$ cat src/rtl/iv3_pkg.sv
// shared widths, register indexes and position type of the integral volume block
package iv3_pkg;

   localparam int MAX_WIDTH   = 512;
   localparam int MAX_HEIGHT  = 512;
   localparam int MAX_FRAMES  = 16;

   localparam int SAMPLE_W    = 16;
   localparam int SUM_W       = 38;
   localparam int LINE_W      = 34;
   localparam int ROW_SUM_W   = 25;
   localparam int COL_W       = $clog2(MAX_WIDTH);
   localparam int ROW_W       = $clog2(MAX_HEIGHT);
   localparam int FRAME_W     = $clog2(MAX_FRAMES);
   localparam int VOL_ADDR_W  = ROW_W + COL_W;

   localparam int CSR_DATA_W  = 10;
   localparam int CSR_INDEX_W = 2;
   localparam int WIDTH_CFG_W = 10;
   localparam int HEIGHT_CFG_W = 10;
   localparam int COUNT_CFG_W = 5;

   // in-flight item count of the checker (three pipeline registers)
   localparam int INFLIGHT_W  = 3;
   localparam int MAX_INFLIGHT = 3;

   typedef enum logic [CSR_INDEX_W-1:0] {
      REG_FRAME_WIDTH  = 2'd0,
      REG_FRAME_HEIGHT = 2'd1,
      REG_FRAME_COUNT  = 2'd2
   } reg_index_type;

   // position of one pixel and the flags derived from it
   typedef struct packed {
      logic [COL_W-1:0] col;
      logic [ROW_W-1:0] row;
      logic             row_zero;
      logic             frame_zero;
      logic             end_col;
      logic             last;
   } pos_type;

endpackage

$ cat src/rtl/iv3_pos.sv
// size registers and column, row and frame position counters
module iv3_pos (
   input  logic                            clock,
   input  logic                            reset,
   input  logic                            csr_wr_en,
   input  logic [iv3_pkg::CSR_INDEX_W-1:0] csr_index,
   input  logic [iv3_pkg::CSR_DATA_W-1:0]  csr_wdata,
   input  logic                            advance,
   output iv3_pkg::pos_type                pos
);
   import iv3_pkg::*;

   // last used index of each dimension, kept saturated
   logic [COL_W-1:0]   width_last_ff;
   logic [ROW_W-1:0]   height_last_ff;
   logic [FRAME_W-1:0] frame_last_ff;

   logic [COL_W-1:0]   col_ff, col_in;
   logic [ROW_W-1:0]   row_ff, row_in;
   logic [FRAME_W-1:0] frame_ff, frame_in;

   logic [WIDTH_CFG_W-1:0]  width_cfg;
   logic [HEIGHT_CFG_W-1:0] height_cfg;
   logic [COUNT_CFG_W-1:0]  count_cfg;
   logic [COL_W-1:0]        width_last_in;
   logic [ROW_W-1:0]        height_last_in;
   logic [FRAME_W-1:0]      frame_last_in;
   logic                    end_col, end_row, end_frame;

   assign width_cfg  = csr_wdata[WIDTH_CFG_W-1:0];
   assign height_cfg = csr_wdata[HEIGHT_CFG_W-1:0];
   assign count_cfg  = csr_wdata[COUNT_CFG_W-1:0];

   always_comb begin
      if (width_cfg < WIDTH_CFG_W'(2)) begin
         width_last_in = COL_W'(1);
      end else if (width_cfg > WIDTH_CFG_W'(MAX_WIDTH)) begin
         width_last_in = COL_W'(MAX_WIDTH - 1);
      end else begin
         width_last_in = COL_W'(width_cfg - WIDTH_CFG_W'(1));
      end
      if (height_cfg < HEIGHT_CFG_W'(2)) begin
         height_last_in = ROW_W'(1);
      end else if (height_cfg > HEIGHT_CFG_W'(MAX_HEIGHT)) begin
         height_last_in = ROW_W'(MAX_HEIGHT - 1);
      end else begin
         height_last_in = ROW_W'(height_cfg - HEIGHT_CFG_W'(1));
      end
      if (count_cfg < COUNT_CFG_W'(1)) begin
         frame_last_in = '0;
      end else if (count_cfg > COUNT_CFG_W'(MAX_FRAMES)) begin
         frame_last_in = FRAME_W'(MAX_FRAMES - 1);
      end else begin
         frame_last_in = FRAME_W'(count_cfg - COUNT_CFG_W'(1));
      end
   end

   assign end_col   = col_ff >= width_last_ff;
   assign end_row   = row_ff >= height_last_ff;
   assign end_frame = frame_ff >= frame_last_ff;

   always_comb begin
      col_in   = col_ff + COL_W'(1);
      row_in   = row_ff;
      frame_in = frame_ff;
      if (end_col) begin
         col_in = '0;
         if (end_row) begin
            row_in   = '0;
            frame_in = end_frame ? '0 : frame_ff + FRAME_W'(1);
         end else begin
            row_in = row_ff + ROW_W'(1);
         end
      end
   end

   always_ff @(posedge clock) begin
      if (reset) begin
         width_last_ff  <= COL_W'(MAX_WIDTH - 1);
         height_last_ff <= ROW_W'(MAX_HEIGHT - 1);
         frame_last_ff  <= FRAME_W'(MAX_FRAMES - 1);
         col_ff         <= '0;
         row_ff         <= '0;
         frame_ff       <= '0;
      end else begin
         if (csr_wr_en) begin
            case (reg_index_type'(csr_index))
               REG_FRAME_WIDTH:  width_last_ff  <= width_last_in;
               REG_FRAME_HEIGHT: height_last_ff <= height_last_in;
               REG_FRAME_COUNT:  frame_last_ff  <= frame_last_in;
               default: ;
            endcase
         end
         if (advance) begin
            col_ff   <= col_in;
            row_ff   <= row_in;
            frame_ff <= frame_in;
         end
      end
   end

   assign pos.col        = col_ff;
   assign pos.row        = row_ff;
   assign pos.row_zero   = row_ff == '0;
   assign pos.frame_zero = frame_ff == '0;
   assign pos.end_col    = end_col;
   assign pos.last       = end_col & end_row & end_frame;

endmodule

$ cat config.mk
export PLATFORM = sky130hd
export DESIGN_NAME = iv3_pos
export DESIGN_NICKNAME = d
export VERILOG_FILES = /design/src/rtl/iv3_pkg.sv /design/src/rtl/iv3_pos.sv
export SDC_FILE = /design/constraint.sdc
export NUM_CORES = 1
export LEC_CHECK = 0
export CAP_MARGIN = 20
export CORE_MARGIN = 3
export CORE_UTILIZATION = 45
export CTS_BUF_LIST = sky130_fd_sc_hd__clkbuf_2 sky130_fd_sc_hd__clkbuf_4 sky130_fd_sc_hd__clkbuf_8
export CTS_CLUSTER_SIZE = 40
export DETAILED_ROUTE_END_ITERATION = 10
export DONT_BUFFER_PORTS = 1
export SYNTH_ARGS = -nofsm -noshare
export SYNTH_HDL_FRONTEND = slang
export SYNTH_SLANG_ARGS = --single-unit
$ cat constraint.sdc
create_clock -name clock -period 3.05 [get_ports clock]
set_input_delay 0.1525 -clock clock [delete_from_list [all_inputs] [get_ports clock]]
set_output_delay 0.1525 -clock clock [all_outputs]
set_load 0.05 [all_outputs]
==> flow_results.org <==
** Run status
- The flow ran to the end, and the final reports show no timing, DRC or antenna violations.

** Placement
- HPWL after detailed placement :: 4470 um
- Number of port buffers :: 0
- Routability cong. :: 0.746
- Before CTS, the worst setup slack after placement is 0.549 ns.
- The number of placed instances, taps included, is 407.

** Power
- Leak Pwr :: 0.00142 uW
- Total power for the finished layout comes to 1210 uW.
- Of the total power, registers draw 0.509.
- Combinational fraction of design power :: 0.166
- Fraction of power spent switching nets :: 0.280
- Power spread over the standard cell area amounts to 410 nW/um^2.
- Internal power comes to 869 uW.
- In this run the power spent charging and discharging nets is 339 uW.
- Of the total power, the clock network draws 0.326.
- Worst VDD drop :: 0.248 mV

** Yosys
- Summed instance area of the synthesized netlist :: 2640 sq um
- By instance count, the leading cell after synthesis is sky130_fd_sc_hd__dfxtp_1.
- Summed over all instances, the cell type with the most area after synthesis is sky130_fd_sc_hd__dfxtp_1.
- Count of cell types in the netlist :: 42
- Number of enable-type register cells in the synthesized netlist :: 0
- Prevailing post-synth register cell :: sky130_fd_sc_hd__dfxtp_1
- Proportion of synthesized chip area in sequential cells :: 0.334
- Post-synthesis register bit count :: 44
- In the synthesized netlist the async set-or-reset flop fraction comes to 0.
- Synthesized Nets :: 373
- Cell count after synthesis :: 329
- In the post-synthesis netlist, the biggest area contributors are sky130_fd_sc_hd__dfxtp_1 33%, sky130_fd_sc_hd__ha_1 13%, sky130_fd_sc_hd__a211o_1 5.0%.
- Leading cell types by count after synthesis :: 44 x sky130_fd_sc_hd__dfxtp_1, 33 x sky130_fd_sc_hd__inv_1, 32 x sky130_fd_sc_hd__nor2_1
- Share of the synthesized area in the top cell type :: 0.334
- A synthesized cell averages 8.01 sq um.
- The Yosys step of the flow raised 0 warnings.

** GRT
- For this run, the total global-route usage over all layers was measured as 0.186.
- Total overflow reported by the global router :: 0
- Number of antenna violations at the first check in global routing :: 0
- The first global-routing pass estimated 9740 um of wire.
- Entering global routing, the biggest net connects 45 pins.
- The number of global-route vias before repair was 2091.

** Layout
- Syn-to-layout area delta :: 11.7%
- At the end of the flow the core is filled with cells to 0.528.
- The count of cells in the finished layout, fillers not included, comes to 416.
- The repair_antennas step left the layout with diodes totalling 0.
- In the final layout, the share of cells above drive strength 1 is 0.0988.
- Total Nets Final :: 387

** CTS
- Clock-pin slew was measured on the worst setup and hold paths at 0.08 ns.
- At the later pin of the worst-skew pair, clock insertion delay measures 0.29 ns.
- TritonCTS built the clock tree.
- After clock tree synthesis, the repair step resized 0 gates.
- Root Buffer Master :: sky130_fd_sc_hd__clkbuf_8
- After clock tree synthesis, the setup repair step added 0 buffers.
- Sinks on Clock Net :: 44
- Htree depth :: 2
- Clock Tree Buf Depth :: 2
- Total CTS buffers :: 5

** Setup path
- The slowest stage of the critical path is the sky130_fd_sc_hd__a221o_1 cell.
- Reg2reg start :: width_last_ff[7]
- Critical path data arrival time :: 2.54 ns
- R2R cell count :: 9
- STA classifies the critical path startpoint as a flip-flop.
- In this design, the stage delay of the slowest critical-path cell is 0.36 ns.
- Worst setup path startpoint :: height_last_ff[6]
- The critical path in this run is classified as flip-flop to output port.
- The signal on the critical path passes through inv_1 -> ha_1 -> a21o_1 -> a21o_1 -> a221o_1 -> nor2_1 -> buf_4 -> nor3_2 -> buf_4.
- The worst setup path is captured at an output port.
- Data required, critical path :: 2.90 ns
- Along the worst path, the maximum fanout reaches 10.

** Routing
- Drt total wl :: 5970 um
- Drt pass-1 iters :: 8
- Remaining routing DRC violations :: 0
- Number of DRC markers in iteration 0 :: 109
- For this block, the via count after detailed routing is 2332.
- Routed via count divided by cell count :: 5.61
- Average wire per standard cell :: 14.4 um
- The detail route stage leaves a number of antenna-violating nets equal to 0.

** Min path
- Counting instances, the worst hold path has a depth of 2.
- The min-delay analysis places its worst path in the category input pin to flip-flop.
- In this run the most critical hold path is launched from advance.

** Timing
- Setup violations remaining at the end of the flow were counted as 0.
- Setup repair after global routing left no endpoint under its margin.
- Hold violation count in the final report :: 0
- Across all setup checks in the final design, the least slack found is 0.354 ns.
- In this run the tightest slew margin relative to its limit is 0.579.
- Final critical path time including I/O delays and setup :: 2.70 ns
- Across the routed clock network, the largest skew measured is 0.00823 ns.
- The number of max-slew violations in the final report was 0.
- Of the available clock period, the critical path in the final layout requires 0.884.
- Timing would allow up to 371 MHz.
- Aggregate negative setup slack :: 0 ns
- At the pin with the least slew margin, the transition time is 0.625 ns.

** Die
- The die covers 6810 sq um.
- Chip height :: 82.5 um
- For this configuration, the core starts out at a cell density of 0.473.
- In this run the core area contains 27 standard-cell rows.
- During I/O placement, the number of pins put on the boundary was 38.
- Core area :: 5570 sq um
- The die is 82.5 um wide.

** Run
- Max Cap Violations :: 0
## through the flow
stage / instance area [sq um] / hold WS [ns]
global route: 2950 / 0.0327
detailed placement: 2830 / 0.229
global placement: 2830 / 0.228
CTS: 2950 / 0.0148
finish: 2950 / 0.0190
floorplan: 2640 / 0.374
## registers in the layout (all words and copies together) (netlist names)
| signal | count |
|---|---|
| col_ff | 9 |
| height_last_ff | 9 |
| row_ff | 9 |
| width_last_ff | 9 |
| frame_ff | 4 |
| frame_last_ff | 4 |
## power by group through the flow
stage               clock network (uW)  logic, uW  registers (uW)
finish                             393        200             614
detailed placement                   0        189             628
floorplan                            0        115             669
global placement                     0        188             627
global route                       429        223             617
CTS                                405        202             614
## timing repair
item | CTS | global route
hold buffers | 1 | 0
setup endpoints to repair | 0 | 0
endpoints found under the hold margin | 44 | 0
## area by class of cell
type | instances | area [sq um]
Fill cell | 576 | 2630
Multi-Input combinational cell | 236 | 1570
Sequential cell | 44 | 881
Timing Repair Buffer | 22 | 178
Inverter | 34 | 128
Clock buffer | 8 | 97.6
Tap cell | 72 | 90.1
## cell usage in the layout, fill, tap and decap left out, types with 2 or more instances in the layout
cell                       Yosys  final
sky130_fd_sc_hd__a31oi_1       8      8
sky130_fd_sc_hd__nor2_1       32     32
sky130_fd_sc_hd__or3_1         3      3
sky130_fd_sc_hd__nand3_1      17     17
sky130_fd_sc_hd__and4b_1       2      2
sky130_fd_sc_hd__ha_1         28     28
sky130_fd_sc_hd__o21ai_0      21     21
sky130_fd_sc_hd__nor4_1        3      3
sky130_fd_sc_hd__nand4_1       6      6
sky130_fd_sc_hd__xor2_1        5      5
sky130_fd_sc_hd__nand4b_1      2      2
sky130_fd_sc_hd__nand2b_1      2      2
sky130_fd_sc_hd__o31a_1        2      2
sky130_fd_sc_hd__a211oi_1      2      2
sky130_fd_sc_hd__clkbuf_8      0      6
sky130_fd_sc_hd__nor3_1       11     10
sky130_fd_sc_hd__buf_4         1     21
sky130_fd_sc_hd__and3_1        5      5
sky130_fd_sc_hd__a211o_1      15     15
sky130_fd_sc_hd__nor2b_1       2      2
sky130_fd_sc_hd__dfxtp_1      44     44
sky130_fd_sc_hd__nand2_1      19     19
sky130_fd_sc_hd__a21o_1        6      6
sky130_fd_sc_hd__xnor2_1       6      6
sky130_fd_sc_hd__nand3b_1      4      4
sky130_fd_sc_hd__inv_1        33     33
sky130_fd_sc_hd__or4_1         5      5
sky130_fd_sc_hd__clkbuf_4      0      2
sky130_fd_sc_hd__o32ai_1       2      2
sky130_fd_sc_hd__a21oi_1      17     17
## kinds of logic (layout without fill, tap and decap cells)
kind of cell,after synthesis,count (layout),synth area share
buffers and inverters,49,64,0.0717
AO/OA/AOI/OAI,79,79,0.195
multiplexers,1,1,0.00380
adder cells (fa/ha/maj),28,28,0.133
AND/OR/NAND/NOR,117,117,0.226
XOR/XNOR,11,11,0.0365
flip-flops,44,44,0.334
## metal layers
| metal | vias up | track usage | part of all wire |
|---|---|---|---|
| met5 | - | 0 | 0 |
| met4 | 0 | 0.0588 | 0.020 |
| met3 | 9 | 0.0380 | 0.041 |
| met2 | 43 | 0.304 | 0.47 |
| met1 | 1081 | 0.246 | 0.47 |
| li1 | 1199 | - | - |
## worst paths after layout
kind	to	slack [ns]
worst max-delay path	pos[0]	0.35
worst min-delay path	col_ff[0]	0.02
worst max register to register	row_ff[3]	0.55
worst min register to register	width_last_ff[6]	0.47
## worst max-delay path: cells and delay by family, from the launching register on
kind	cells	cell delay, ns
AOI/OAI and AO/OA	3	0.69
and+or+nand+nor	2	0.40
DFF	1	0.34
buffers and inverters	3	0.53
adders and majority gates	1	0.29
(Power assumes the default switching activity.)
